[src/sv/olmpp_pkg.sv]
// olmpp_pkg: shared constants, types and helper functions of the peak picker
// no dependencies; used by every other file of the block

package olmpp_pkg;

    // sizing (WINDOW and CHANNELS are powers of two, ring positions wrap naturally)
    localparam int CHANNELS   = 16;
    localparam int WINDOW     = 64;
    localparam int CH_W       = $clog2(CHANNELS);
    localparam int POS_W      = $clog2(WINDOW);
    localparam int ADDR_W     = CH_W + POS_W;
    localparam int DEPTH      = CHANNELS * WINDOW;
    localparam int SAMPLE_W   = 16;
    localparam int LOOK_W     = 6;
    localparam int HLEN_W     = 7;
    localparam int KCNT_W     = POS_W + 1;

    // configuration port
    localparam int APB_AW     = 3;
    localparam int APB_DW     = 32;
    localparam int LOOK_RST   = 10;
    localparam int HLEN_RST   = 63;

    typedef enum logic
    {
        REG_LOOKAHEAD   = 1'b0,
        REG_HISTORY_LEN = 1'b1
    } reg_idx_t;

    typedef logic [CH_W-1:0]            chan_t;
    typedef logic [POS_W-1:0]           pos_t;
    typedef logic [ADDR_W-1:0]          addr_t;
    typedef logic signed [SAMPLE_W-1:0] sample_t;
    typedef logic [SAMPLE_W-1:0]        mag_t;
    typedef logic [LOOK_W-1:0]          look_t;
    typedef logic [HLEN_W-1:0]          hlen_t;
    typedef logic [KCNT_W-1:0]          kcnt_t;

    // one history slot: candidate flag and raw sample
    typedef struct packed
    {
        logic    flag;
        sample_t smp;
    } entry_t;

    // controller to datapath
    typedef struct packed
    {
        logic clear_step;
        logic load;
        logic write_new;
        logic read_chk;
        logic check;
        logic scan_start;
        logic scan_step;
        logic finish;
    } cmd_t;

    // datapath to controller
    typedef struct packed
    {
        logic clear_last;
        logic rescan;
        logic scan_empty;
        logic scan_last;
        logic out_free;
    } stat_t;

    // exact magnitude of a Q1.15 sample, -1.0 maps to 0x8000
    function automatic mag_t magnitude(input sample_t raw);
        mag_t m;
        begin
            m = raw[SAMPLE_W-1] ? mag_t'(~raw + sample_t'(1)) : mag_t'(raw);
            return m;
        end
    endfunction

endpackage

[src/sv/olmpp_regs.sv]
// olmpp_regs: apb-style register file holding lookahead and history_len
// depends on olmpp_pkg

module olmpp_regs
(
    input  logic                           clk,
    input  logic                           rst_n,
    input  logic                           psel,
    input  logic                           penable,
    input  logic                           pwrite,
    input  logic [olmpp_pkg::APB_AW-1:0]   paddr,
    input  logic [olmpp_pkg::APB_DW-1:0]   pwdata,
    output logic [olmpp_pkg::APB_DW-1:0]   prdata,
    output olmpp_pkg::look_t               lookahead,
    output olmpp_pkg::hlen_t               history_len
);

    olmpp_pkg::look_t    lookahead_reg;
    olmpp_pkg::hlen_t    history_len_reg;
    olmpp_pkg::reg_idx_t idx;
    logic                wr_en;

    assign idx   = olmpp_pkg::reg_idx_t'(paddr[2]);
    assign wr_en = psel && penable && pwrite;

    always_ff @(posedge clk or negedge rst_n)
    begin
        if (!rst_n)
        begin
            lookahead_reg   <= olmpp_pkg::look_t'(olmpp_pkg::LOOK_RST);
            history_len_reg <= olmpp_pkg::hlen_t'(olmpp_pkg::HLEN_RST);
        end
        else if (wr_en)
        begin
            unique case (idx)
                olmpp_pkg::REG_LOOKAHEAD:
                    lookahead_reg <= pwdata[olmpp_pkg::LOOK_W-1:0];
                olmpp_pkg::REG_HISTORY_LEN:
                    history_len_reg <= pwdata[olmpp_pkg::HLEN_W-1:0];
                default:
                    lookahead_reg <= lookahead_reg;
            endcase
        end
    end

    always_comb
    begin
        unique case (idx)
            olmpp_pkg::REG_LOOKAHEAD:
                prdata = olmpp_pkg::APB_DW'(lookahead_reg);
            olmpp_pkg::REG_HISTORY_LEN:
                prdata = olmpp_pkg::APB_DW'(history_len_reg);
            default:
                prdata = '0;
        endcase
    end

    assign lookahead   = lookahead_reg;
    assign history_len = history_len_reg;

endmodule

[config.mk]
export PLATFORM = sky130hd
export DESIGN_NAME = olmpp_regs
export DESIGN_NICKNAME = d
export VERILOG_FILES = /design/src/sv/olmpp_pkg.sv /design/src/sv/olmpp_regs.sv
export SDC_FILE = /design/constraint.sdc
export NUM_CORES = 1
export LEC_CHECK = 0
export BUFFER_PORTS_ARGS = -buffer_cell sky130_fd_sc_hd__buf_2
export CORE_MARGIN = 3
export CORE_UTILIZATION = 31
export DETAILED_ROUTE_END_ITERATION = 8
export HOLD_SLACK_MARGIN = 0.15
export PLACE_DENSITY = 0.76
export SLEW_MARGIN = 20
export SYNTH_ARGS = -nofsm -noshare
export SYNTH_HDL_FRONTEND = slang
export SYNTH_SLANG_ARGS = --single-unit
export TNS_END_PERCENT = 10
[constraint.sdc]
create_clock -name clk -period 0.8 [get_ports clk]
set_clock_uncertainty 0.05 [all_clocks]
set_input_delay 0.04 -clock clk [delete_from_list [all_inputs] [get_ports clk]]
set_output_delay 0.04 -clock clk [all_outputs]
set_load 0.01 [all_outputs]
==> results.toml <==
[outcome]
outcome = "finished with violations"
violations = "negative hold slack, negative setup slack"

[global_routing]
grt_start_max_net_pins = 14
grt.total_usage = 0.103
grt_pass1_wl_mm = 2.61
antenna_found_initial = 0
gr-total-overflow = 0
grt_pass1_vias = 590

[cts]
htreeDepth = 1
cts_made_buffers = 3
cts_tree = "done"
cts.sinks = 13
clk_pin_slew_ns = 0.08
root_buffer = "clkbuf_4"
clockBufferDepth = 2
clock_latency_ns = 0.28
hold_buffers = 3

[synth]
yosysWarnings = 0
netlist_top_cells_area = "mux2_2, dfstp_2, buf_4, dfrtp_1, nand4b_4"
synth.yosys.seq_area_share = 0.417
synth_top_area_share = 0.266
syn_inst = 62
avgSynthCellArea_sq_um = 13.0
yosysTopAreaCell = "mux2_2"
ys_types = 9
ys_ff_latch = 13
synth.cell_area_sq_um = 805

[sta]
finalHoldViolCount = 9
min_period_ns = 1.18
rsz0062_at_grt = "yes"
setup_slack_ns = -0.382
max_freq_mhz = 846
drv_slew = 0
setup_viol = 28
fin_crit_sh = 1.48
fin_hold_ws_ns = -0.0531
tns_ns = -6.11

[routing]
routed-via-count = 558
dr.pass1.iters = 4
viasPerCell = 4.10
drc = 0
drtAntennaViolNets = 0
wl_per_cell_microns = 13.2
drt-total-wl_mm = 1.80
drtIter0Drc = 4

[floorplan]
rows = 17
die_h_microns = 56.9
io_pins = 85
start_util = 0.344
core_area_sq_mm = 0.00234
die-area_sq_mm = 0.00324
dieWidth_microns = 56.9

[finish]
area_growth_pct = 41.1
largest_reg_flops = 7
drive_gt1_frac = 0.685
diodes = 0
final_cell_mix = "conb_1, buf_2, buf_6"
layout_commonest_cell = "conb_1"
nets = 149
final_area_sq_mm = 0.00113

[worst_setup_path]
slowest_stage = "dfrtp_1"
r2r-start = "lookahead[4]$_DFFE_PN0P_"
worstPathCellList = "mux2_2, buf_6"
end_kind = "primary output"
worst-setup-path-type = "flip-flop to primary output"
r2r_cells = 2
cp-start-kind = "flip-flop"
cp_data_required_time_ns = 0.71
crit_fanout = 2
r2r-end = "lookahead[4]$_DFFE_PN0P_"
critPathMaxStageDelay_ns = 0.40
cp_data_arrival_time_ns = 1.09
r2r_setup_slack_ns = -0.16

[pwr]
pwr_density_cell_mw_per_mm2 = 2220
fin_total_pwr_mw = 2.52
leakage_nw = 0.605
irDropWorstVdd_mv = 1.23

[min_path]
holdCritStartpoint = "pwdata[6]"
min_path_type = "input pin to flip-flop"
hold_path_end = "history_len[6]$_DFFE_PN0P_"
holdPathStages = 2

[placed_design]
dpl_worst_slack_ns = -0.111
gp_congestion = 0.659
dpl-instance-area_sq_um = 913
post-dp-hpwl_mm = 1.22
port_buffers = 32

[flow_run]
drv_cap = 0
==> power by group <==
group	switching (mW)	internal [mW]
Sequential	0.111	0.870
Clock	0.217	0.194
Combinational	0.444	0.680
==> final cells by class <==
| cell class | count | area, sq um |
|---|---|---|
| timing repair buffer | 44 | 347 |
| clock buffer | 4 | 26.3 |
| sequential | 13 | 335 |
| fill | 218 | 1200 |
| tap | 28 | 35.0 |
| multi-input combinational | 47 | 392 |
==> worst max-delay path by stage <==
| stage | startpoint | endpoint | slack (ns) | cells past startpoint |
|---|---|---|---|---|
| 3_3_place_gp | paddr[2] | lookahead[0]$_DFFE_PN0P_ | -0.09 | 3 |
| 5_1_grt | history_len[4]$_DFFE_PN1P_ | prdata[4] | -0.39 | 2 |
| 3_5_place_dp | paddr[2] | lookahead[5]$_DFFE_PN0P_ | -0.11 | 3 |
| 4_1_cts | lookahead[5]$_DFFE_PN0P_ | prdata[5] | -0.36 | 2 |
| 2_1_floorplan | lookahead[0]$_DFFE_PN0P_ | lookahead[0]$_DFFE_PN0P_ | -0.03 | 1 |
| 6_report | lookahead[0]$_DFFE_PN0P_ | prdata[0] | -0.38 | 2 |
==> kinds of logic (layout without fill, tap and decap cells) <==
group                  Yosys count  count (layout)  share of synthesized area
multiplexers                    19              19                      0.266
buffers and inverters           26              48                      0.247
other                            1              25                    0.00466
AND/OR/NAND/NOR                  3               3                     0.0653
flip-flops                      13              13                      0.417
==> cells in the mapped netlist <==
cell type	number
dfrtp_1	5
buf_4	25
and2_2	1
nand4b_4	1
mux2_2	19
nand4_4	1
conb_1	1
buf_6	1
dfstp_2	8
==> routing by layer <==
metal	wire length, microns	part of all wire	vias to the layer above	track usage
met5	0	0	-	0
met4	27	0.015	0	0.0397
met3	210	0.12	3	0.0317
met2	850	0.47	47	0.186
met1	707	0.39	259	0.113
li1	-	-	249	-
==> per-stage QoR <==
| stage | instances | utilization |
|---|---|---|
| global route | 136 | 0.485 |
| detailed placement | 123 | 0.390 |
| global placement | 123 | 0.390 |
| finish | 136 | 0.485 |
| floorplan | 86 | - |
| CTS | 135 | 0.470 |
==> critical path: cells and delay by family (launching register included) <==
family	cells	cell delay, ns
multiplexers	1	0.28
flip-flops	1	0.40
buffers and inverters	1	0.12
==> what timing repair did <==
| action | CTS | global route |
|---|---|---|
| setup endpoints to repair | 25 | 33 |
| setup buffers | 5 | 1 |
| pin swaps | 1 | 0 |
| resized for setup | 17 | 8 |
| endpoints found under the hold margin | 26 | 9 |
Note: power is estimated with default switching activity, not from simulation.
