## config.mk

```make
export PLATFORM = sky130hd
export DESIGN_NAME = olmpp_ctrl
export DESIGN_NICKNAME = d
export VERILOG_FILES = /design/src/sv/olmpp_pkg.sv /design/src/sv/olmpp_ctrl.sv
export SDC_FILE = /design/constraint.sdc
export NUM_CORES = 1
export LEC_CHECK = 0
export BUFFER_PORTS_ARGS = -buffer_cell sky130_fd_sc_hd__buf_2
export CORE_AREA = 2 2 39 41
export CTS_CLUSTER_DIAMETER = 150
export DETAILED_ROUTE_END_ITERATION = 7
export DIE_AREA = 0 0 41 43
export MAX_ROUTING_LAYER = met4
export PLACE_DENSITY = 0.64
export SLEW_MARGIN = 20
export SYNTH_ARGS = -nofsm -noshare
export SYNTH_HDL_FRONTEND = slang
export SYNTH_SLANG_ARGS = --single-unit
```

## constraint.sdc

```tcl
create_clock -name clk -period 1.6 [get_ports clk]
set_input_delay 0.16 -clock clk [delete_from_list [all_inputs] [get_ports clk]]
set_output_delay 0.16 -clock clk [all_outputs]
set_load 0.01 [all_outputs]
```

## src/sv/olmpp_pkg.sv

```systemverilog
// olmpp_pkg: shared constants, types and helper functions of the peak picker
// no dependencies; used by every other file of the block

package olmpp_pkg;

    // sizing (WINDOW and CHANNELS are powers of two, ring positions wrap naturally)
    localparam int CHANNELS   = 16;
    localparam int WINDOW     = 64;
    localparam int CH_W       = $clog2(CHANNELS);
    localparam int POS_W      = $clog2(WINDOW);
    localparam int ADDR_W     = CH_W + POS_W;
    localparam int DEPTH      = CHANNELS * WINDOW;
    localparam int SAMPLE_W   = 16;
    localparam int LOOK_W     = 6;
    localparam int HLEN_W     = 7;
    localparam int KCNT_W     = POS_W + 1;

    // configuration port
    localparam int APB_AW     = 3;
    localparam int APB_DW     = 32;
    localparam int LOOK_RST   = 10;
    localparam int HLEN_RST   = 63;

    typedef enum logic
    {
        REG_LOOKAHEAD   = 1'b0,
        REG_HISTORY_LEN = 1'b1
    } reg_idx_t;

    typedef logic [CH_W-1:0]            chan_t;
    typedef logic [POS_W-1:0]           pos_t;
    typedef logic [ADDR_W-1:0]          addr_t;
    typedef logic signed [SAMPLE_W-1:0] sample_t;
    typedef logic [SAMPLE_W-1:0]        mag_t;
    typedef logic [LOOK_W-1:0]          look_t;
    typedef logic [HLEN_W-1:0]          hlen_t;
    typedef logic [KCNT_W-1:0]          kcnt_t;

    // one history slot: candidate flag and raw sample
    typedef struct packed
    {
        logic    flag;
        sample_t smp;
    } entry_t;

    // controller to datapath
    typedef struct packed
    {
        logic clear_step;
        logic load;
        logic write_new;
        logic read_chk;
        logic check;
        logic scan_start;
        logic scan_step;
        logic finish;
    } cmd_t;

    // datapath to controller
    typedef struct packed
    {
        logic clear_last;
        logic rescan;
        logic scan_empty;
        logic scan_last;
        logic out_free;
    } stat_t;

    // exact magnitude of a Q1.15 sample, -1.0 maps to 0x8000
    function automatic mag_t magnitude(input sample_t raw);
        mag_t m;
        begin
            m = raw[SAMPLE_W-1] ? mag_t'(~raw + sample_t'(1)) : mag_t'(raw);
            return m;
        end
    endfunction

endpackage

```

## src/sv/olmpp_ctrl.sv

```systemverilog
// olmpp_ctrl: sequencer that steps one sample beat through the datapath
// depends on olmpp_pkg

module olmpp_ctrl
(
    input  logic             clk,
    input  logic             rst_n,
    input  logic             in_valid,
    output logic             in_ready,
    input  olmpp_pkg::stat_t st,
    output olmpp_pkg::cmd_t  cmd
);

    typedef enum logic [7:0]
    {
        ST_CLEAR    = 8'b0000_0001,
        ST_IDLE     = 8'b0000_0010,
        ST_WRITE    = 8'b0000_0100,
        ST_RDCHK    = 8'b0000_1000,
        ST_CHECK    = 8'b0001_0000,
        ST_SCAN     = 8'b0010_0000,
        ST_SCAN_END = 8'b0100_0000,
        ST_DONE     = 8'b1000_0000
    } state_t;

    state_t state_reg;
    state_t state_next;

    always_ff @(posedge clk or negedge rst_n)
    begin
        if (!rst_n)
        begin
            state_reg <= ST_CLEAR;
        end
        else
        begin
            state_reg <= state_next;
        end
    end

    always_comb
    begin
        state_next = state_reg;
        cmd        = '0;
        in_ready   = 1'b0;
        unique case (state_reg)
            ST_CLEAR:
            begin
                cmd.clear_step = 1'b1;
                if (st.clear_last)
                begin
                    state_next = ST_IDLE;
                end
            end
            ST_IDLE:
            begin
                in_ready = 1'b1;
                if (in_valid)
                begin
                    cmd.load   = 1'b1;
                    state_next = ST_WRITE;
                end
            end
            ST_WRITE:
            begin
                cmd.write_new = 1'b1;
                state_next    = ST_RDCHK;
            end
            ST_RDCHK:
            begin
                cmd.read_chk = 1'b1;
                state_next   = ST_CHECK;
            end
            ST_CHECK:
            begin
                cmd.check = 1'b1;
                if (st.rescan)
                begin
                    cmd.scan_start = 1'b1;
                    state_next     = st.scan_empty ? ST_SCAN_END : ST_SCAN;
                end
                else
                begin
                    state_next = ST_DONE;
                end
            end
            ST_SCAN:
            begin
                cmd.scan_step = 1'b1;
                if (st.scan_last)
                begin
                    state_next = ST_SCAN_END;
                end
            end
            ST_SCAN_END:
            begin
                state_next = ST_DONE;
            end
            ST_DONE:
            begin
                if (st.out_free)
                begin
                    cmd.finish = 1'b1;
                    state_next = ST_IDLE;
                end
            end
            default:
            begin
                state_next = ST_CLEAR;
            end
        endcase
    end

endmodule

```

==> summary.md, run 1 <==
| Metric | Value |
|---|---|
| Status | finished, violations left |
| Failing checks | setup timing |
| Number of primary I/O pins | 17 |
| Area Overhead vs Synth | 50.5% |
| Type of the setup path with the least slack | register to output port |
| Largest register FFs | 8 |
| Fraction of layout cells with a size suffix above 1 | 0.567 |
| Crit. End Element | output port |
| Number of cells on the critical path | 5 |
| Placeable Area | about 1400 µm² |
| Avg Cell Area, Syn | about 9.7 µm² |
| CTS Buffer Depth | 2 |
| Startpoint class of the critical path | register |
| Row cnt | 14 |
| Cell family contributing the most delay on the critical path | simple AND/OR/NAND/NOR gates |
| Crit path to | cmd[1] |
| Final instance area | 802 µm² |
| Total GRT Usage | 0.211 |
| Clock tree root buffer cell | sky130_fd_sc_hd__clkbuf_4 |
| Leak | ~0.4 nW |
| Final Cycle Share | 1.06 |
| Area of the die | about 1800 µm² |
| Gate Count Post-Synth | 55 |
| Clock network latency to the later pin of the worst-skew pair | around 0.27 ns |
| Number of DRC violations after detailed-routing iteration 0 | 5 |
| Capture instance of the worst register-to-register path | state_reg[1]$_DFFE_PN0P_ |
| Critical R2R Launch | state_reg[1]$_DFFE_PN0P_ |
| R2R Setup Slk | about 0.14 ns |
| Count of clock tree sinks | 8 |
| Busiest grt layer | met2 |
| Final Setup Violations | 5 |
| Met1 track demand over resource | 0.222 |
| Most frequent standard cell in the layout excluding fill and tap cells | sky130_fd_sc_hd__buf_4 |
| Worst reg2reg path depth | 6 |
| Setup WS post-layout | -0.0889 ns |
| Final clock skew | between 0.0005 and 0.0006 ns |
| Net count after synthesis | 63 |
| Number of port buffers | 16 |
| DR vias/cell | about 5.4 |
| DIE HEIGHT | about 43 µm |
| Sequential-to-total area share from yosys stat | 0.378 |
| Top FF cell, synth | sky130_fd_sc_hd__dfrtp_1 |
| Overall die width | about 41 µm |
| Slowest stage delay, CP | between 0.4 and 0.5 ns |
| Xor and xnor area share after synthesis | 0.0164 |
| Weighted congestion at the end of routability-driven global placement | 0.806 |
| Vias in the first global route | roughly 540 |
| Avg WL per Cell | roughly 14 µm |
| Post-synthesis cell area | between 500 and 600 µm² |
| Maximum number of pins on one net before global-route repair | 9 |
| Worst Path Buf+Inv | 3 |
| Fin. max-slew vios | 0 |
| Worst min-delay path category | input pin to register |
| Tmin final | roughly 1.7 ns |
| Commonest non-fill, non-tap cells in the layout | 16 x sky130_fd_sc_hd__buf_4, 14 x sky130_fd_sc_hd__buf_2, 5 x sky130_fd_sc_hd__dfrtp_1 |
| Max rail drop VDD | around 0.72 mV |
| First-pass detailed-route iteration total | 2 |
| Total via count in the routed design | ~580 |
| Count of final hold-check violations | 0 |
| Wire length of the first global-routing pass | between 2000 and 2500 µm |
| Data arrival at the endpoint of the critical path | 1.53 ns |
| Post-synthesis mux area share | 0 |
| Clock-pin slew reported for the worst setup and hold paths after clock tree synthesis | ~0.060 ns |
| Slew margin rel. | 0.802 |
| Count of non-filler cells in the finished layout | between 100 and 150 |
| Count of flip-flops with a built-in enable after synthesis | 0 |
| Basic-gate share of the synthesized area counting and, or, nand and nor cells | 0.392 |
| Ys async rst share | 1.00 |
| Share of the core filled with cells | 0.580 |
| Max-cap viol count | 0 |
| CP startpoint | state_reg[1]$_DFFE_PN0P_ |
| Crit Path Max Fanout | 6 |
| CTS tree | built |
| Combinational family with the most area after synthesis | simple AND/OR/NAND/NOR gates |
| H-tree Lvls | 1 |
| Met3 global-route usage | 0.0785 |
| Antenna violations before repair | 0 |
| Clock buffers created by TritonCTS | 3 |
| Achievable Freq | 592 MHz |
| Unrepaired setup endpoints after global routing | yes |
| Power Density | ~1100 nW/µm² |
| Placed Instance Area | 667 µm² |
| Drt total wl | 1430 µm |
| Post-layout total power | 876 µW |
| Post-synthesis share of cell area spent on full adders, half adders and majority gates | 0 |
| Met2 track demand over resource | 0.309 |
| Antenna-violating nets left | 0 |
| Compound-gate portion of the synthesized area | 0.150 |
| Register bit count reported by yosys | 8 |
| Effective utilization at floorplan | 0.385 |
| ANT cells | 0 |
| Count of nets after finishing | 99 |
| Count of warnings emitted by yosys | 0 |
| Number of remaining DRC errors | 0 |
| Placed insts | slightly above 90 |
| Leftover overflow at the end of global routing | 0 |
| Critical path data required time | between 1 and 1.5 ns |
| Critical path cell sequence | nor4_4 -> buf_4 -> nand4b_1 -> inv_1 -> buf_2 |
| Worst setup slack after placement | between 0.1 and 0.15 ns |
| Placed wire-length estimate | 1010 µm |
| Synth cell types | 32 |
| Standard cell with the maximum stage delay on the critical path | sky130_fd_sc_hd__dfrtp_2 |
| Slew @ Worst Pin | between 0.2 and 0.3 ns |
cells by family (layout without fill, tap and decap cells):
family	count (synthesis)	after routing
buffers and inverters	6	41
and+or+nand+nor	29	29
xor gates and xnor gates	1	1
AOI/OAI and AO/OA	11	11
DFF	8	8
layer usage:
metal  routed length, µm  part of all wire
met3                  60             0.042
met2                 766              0.54
met4                  42             0.029
met1                 561              0.39
met5                   0                 0
cell usage after synthesis, drive strengths merged (2+ instances only):
cell type / instances / area [µm²]
dfrtp: 7 / 175
o21ai: 2 / 10.0
nor4: 3 / 33.8
and4b: 3 / 36.3
nand2b: 2 / 12.5
and2: 5 / 33.8
nor4b: 2 / 17.5
nor2: 5 / 18.8
nor3: 4 / 20.0
buf: 2 / 18.8
inv: 4 / 15.0
worst min path at each step:
stage                     startpoint                  endpoint  slack, ns  cells past startpoint
after floorplan                rst_n  state_reg[1]$_DFFE_PN0P_      -0.14                      0
after global placement         rst_n  state_reg[4]$_DFFE_PN0P_       0.01                      1
after detailed placement       rst_n  state_reg[4]$_DFFE_PN0P_       0.01                      1
after CTS                      st[2]  state_reg[5]$_DFFE_PN0P_       0.07                      2
after global routing           st[2]  state_reg[5]$_DFFE_PN0P_       0.08                      2
final                          st[2]  state_reg[5]$_DFFE_PN0P_       0.09                      2
metrics by stage:
stage | hold slack (ns) | TNS (ns)
6_report | 0.0881 | -0.280
3_3_place_gp | 0.0143 | 0
4_1_cts | 0.0691 | -0.209
5_1_grt | 0.0834 | -0.776
2_1_floorplan | -0.136 | 0
3_5_place_dp | 0.0119 | 0
layout make-up:
type	count	area, µm²
clock buffer	4	26.3
timing repair buffer	33	223
inverter	4	15.0
tap	16	20.0
multi-input combinational	41	314
sequential	8	204
fill	141	582
worst register-to-register path, stage by stage, from the launching register on:
cell and delay [ns]:
sky130_fd_sc_hd__dfrtp_2 0.42, sky130_fd_sc_hd__nor4_4 0.30, sky130_fd_sc_hd__buf_4 0.18, sky130_fd_sc_hd__nand4b_1 0.13
sky130_fd_sc_hd__buf_4 0.17, sky130_fd_sc_hd__nor2_1 0.10, sky130_fd_sc_hd__nor4_1 0.06
what timing repair did:
action / CTS / global route
hold buffers: 1 / 0
setup endpoints to repair: 7 / 11
pin swaps: 1 / 4
cloned: 0 / 0
gates resized for setup: 7 / 1
setup buffers: 5 / 4
hold endpoints to repair: 8 / 0
power by group:
| group | switching (mW) | total [mW] | internal (mW) |
|---|---|---|---|
| combinational | 0.191 | 0.409 | 0.218 |
| clock | 0.0790 | 0.175 | 0.0961 |
| sequential | 0.0437 | 0.291 | 0.248 |
Note: power is estimated with default switching activity, not from simulation.
==> inputs of run 2 (changes only) <==
- GPL_TIMING_DRIVEN: default -> 0
- RECOVER_POWER: default -> 50
==> run 2 against run 1 <==
- the flow still finishes with violations (setup timing)
- count of clock-buffer cells in the layout unchanged
- combinational power increased by 9.0%
- sequential share of layout area decreased by 2.3 points
- critical path depth unchanged
- design area increased by 11%
- sequential power increased by 6%
- global-route usage decreased by 2.8 points
- fmax decreased by 2.2%
- cell count increased by 3.8%
- critical endpoint is now cmd[2]
- largest cell class unchanged
- largest power group unchanged
- highest routed layer unchanged
==> summary.md, run 2 (same netlist as run 1, synthesis figures left out) <==
| Metric | Value |
|---|---|
| Status | finished, violations left (unchanged) |
| Failing checks | setup timing (unchanged) |
| Number of remaining DRC errors | 0 (unchanged) |
| Commonest non-fill, non-tap cells in the layout | 18 x sky130_fd_sc_hd__buf_4, 12 x sky130_fd_sc_hd__buf_2, 5 x sky130_fd_sc_hd__buf_6, 4 x sky130_fd_sc_hd__dfrtp_2 (was 16 x sky130_fd_sc_hd__buf_4, 14 x sky130_fd_sc_hd__buf_2, 5 x sky130_fd_sc_hd__dfrtp_1) |
| Antenna-violating nets left | 0 (unchanged) |
| Slew @ Worst Pin | 0.431 ns (was 0.297 ns) |
| Total GRT Usage | 0.183 (was 0.211) |
| Antenna violations before repair | 0 (unchanged) |
| Count of final hold-check violations | 0 (unchanged) |
| Final Setup Violations | 7 (was 5) |
| Area of the die | 1760 µm² (unchanged) |
| Leak | 0.442 nW (was 0.411 nW) |
| Achievable Freq | 579 MHz (was 592 MHz) |
| First-pass detailed-route iteration total | 3 (was 2) |
| Clock buffers created by TritonCTS | 3 (unchanged) |
| Area Overhead vs Synth | 67.4% (was 50.5%) |
| Setup WS post-layout | -0.127 ns (was -0.0889 ns) |
| Clock-pin slew reported for the worst setup and hold paths after clock tree synthesis | 0.06 ns (about the same) |
| Number of primary I/O pins | 17 (unchanged) |
| ANT cells | 0 (unchanged) |
| Overall die width | 41 µm (unchanged) |
| Final Cycle Share | 1.08 (was 1.06) |
| Wire length of the first global-routing pass | 2130 µm (was 2300 µm) |
| Avg WL per Cell | 14.5 µm (was 13.5 µm) |
| Count of nets after finishing | 103 (was 99) |
| Crit Path Max Fanout | 3 (was 6) |
| Tmin final | 1.73 ns (was 1.69 ns) |
| H-tree Lvls | 1 (unchanged) |
| Clock network latency to the later pin of the worst-skew pair | 0.26 ns (was 0.27 ns) |
| Final clock skew | 0.00502 ns (was 0.000502 ns) |
| Placeable Area | 1380 µm² (unchanged) |
| Worst min-delay path category | input pin to register (unchanged) |
| Power Density | 1040 nW/µm² (was 1090 nW/µm²) |
| Drt total wl | 1590 µm (was 1430 µm) |
| Leftover overflow at the end of global routing | 0 (unchanged) |
| Effective utilization at floorplan | 0.385 (unchanged) |
| Count of clock tree sinks | 8 (unchanged) |
| DIE HEIGHT | 43 µm (unchanged) |
| Data arrival at the endpoint of the critical path | 1.57 ns (was 1.53 ns) |
| Max rail drop VDD | 0.717 mV (was 0.723 mV) |
| DR vias/cell | 5.35 (was 5.42) |
| Worst Path Buf+Inv | 2 (was 3) |
| Standard cell with the maximum stage delay on the critical path | sky130_fd_sc_hd__dfrtp_1 (was sky130_fd_sc_hd__dfrtp_2) |
| Count of non-filler cells in the finished layout | 110 (was 106) |
| Type of the setup path with the least slack | register to output port (unchanged) |
| Vias in the first global route | 522 (was 535) |
| Unrepaired setup endpoints after global routing | yes (unchanged) |
| Critical path cell sequence | nor4_4 -> and4b_4 -> nand2_4 -> inv_2 -> buf_6 (was nor4_4 -> buf_4 -> nand4b_1 -> inv_1 -> buf_2) |
| Post-route worst hold slack | 0.0839 ns (was 0.0881 ns) |
| Maximum number of pins on one net before global-route repair | 9 (unchanged) |
| CTS Buffer Depth | 2 (unchanged) |
| Fraction of layout cells with a size suffix above 1 | 0.628 (was 0.567) |
| Placed insts | 87 (was 92) |
| Startpoint class of the critical path | register (unchanged) |
| Placed wire-length estimate | 847 µm (was 1010 µm) |
| Crit. End Element | output port (unchanged) |
| Slew margin rel. | 0.712 (was 0.802) |
| Most frequent standard cell in the layout excluding fill and tap cells | sky130_fd_sc_hd__buf_4 (unchanged) |
| CTS tree | built (unchanged) |
| Row cnt | 14 (unchanged) |
| Number of port buffers | 16 (unchanged) |
| Largest register FFs | 8 (unchanged) |
| Number of DRC violations after detailed-routing iteration 0 | 9 (was 5) |
| Slowest stage delay, CP | 0.41 ns (was 0.42 ns) |
| Max-cap viol count | 0 (unchanged) |
| Critical path data required time | 1.44 ns (about the same) |
| Post-layout total power | 926 µW (was 876 µW) |
| Clock tree root buffer cell | sky130_fd_sc_hd__clkbuf_4 (unchanged) |
| Cell family contributing the most delay on the critical path | simple AND/OR/NAND/NOR gates (unchanged) |
| Total via count in the routed design | 589 (was 575) |
| Fin. max-slew vios | 0 (unchanged) |
| Weighted congestion at the end of routability-driven global placement | 0.738 (was 0.806) |
## run 2: area by class of cell
| class | count | area, µm² |
|---|---|---|
| Multi-Input combinational cell | 41 | 359 |
| Tap cell | 16 | 20.0 |
| Timing Repair Buffer | 37 | 265 |
| Sequential cell | 8 | 206 |
| Clock buffer | 4 | 26.3 |
| Inverter | 4 | 15.0 |
| Fill cell | 112 | 492 |
## run 2: metal layers
layer,up-vias,share of wire,track usage
li1,284,-,-
met1,289,0.43,0.213
met5,-,0,-
met4,0,0.013,0.0600
met3,2,0.035,0.0628
met2,14,0.53,0.284
## run 2: stage by stage
step / utilization / cell area (µm²) / worst slack, ns / setup TNS [ns]
final: 0.645 / 892 / -0.127 / -0.429
after floorplan: - / 533 / 0.0235 / 0
after global placement: 0.458 / 633 / -0.0379 / -0.0379
after detailed placement: 0.458 / 633 / -0.0394 / -0.0536
after CTS: 0.581 / 805 / -0.104 / -0.362
after global routing: 0.645 / 892 / -0.188 / -0.974
## run 2: worst register-to-register path: stages, from the launching register on
cell,delay [ns]
sky130_fd_sc_hd__dfrtp_1,0.41
sky130_fd_sc_hd__nor4_4,0.36
sky130_fd_sc_hd__and4b_4,0.32
sky130_fd_sc_hd__nand2_4,0.06
sky130_fd_sc_hd__inv_2,0.06
sky130_fd_sc_hd__buf_4,0.09
sky130_fd_sc_hd__buf_4,0.09
sky130_fd_sc_hd__a22o_1,0.10
## run 2: path summary, 6_finish.rpt
path,startpoint,end,slack (ns),cells past startpoint
worst max-delay path,state_reg[7]$_DFFE_PN0P_,cmd[2],-0.13,5
min in group asynchronous,rst_n,state_reg[7]$_DFFE_PN0P_,0.34,2
worst min-delay path,st[2],state_reg[5]$_DFFE_PN0P_,0.08,2
worst max register to register,state_reg[7]$_DFFE_PN0P_,state_reg[6]$_DFFE_PN0P_,0.04,7
max in group asynchronous,rst_n,state_reg[5]$_DFFE_PN0P_,0.93,2
worst min register to register,state_reg[5]$_DFFE_PN0P_,state_reg[7]$_DFFE_PN0P_,0.70,3
## run 2: what timing repair did
item	4_1_cts	5_1_grt
pin swaps	5	6
endpoints found under the setup margin	10	11
setup buffers	11	9
hold buffers	1	0
cloned	0	0
resized for setup	15	7
endpoints found under the hold margin	8	0
## run 2: report_power, final
part | total, mW | switching, mW | internal [mW]
clock | 0.172 | 0.0760 | 0.0959
sequential | 0.308 | 0.0612 | 0.246
combinational | 0.446 | 0.216 | 0.231
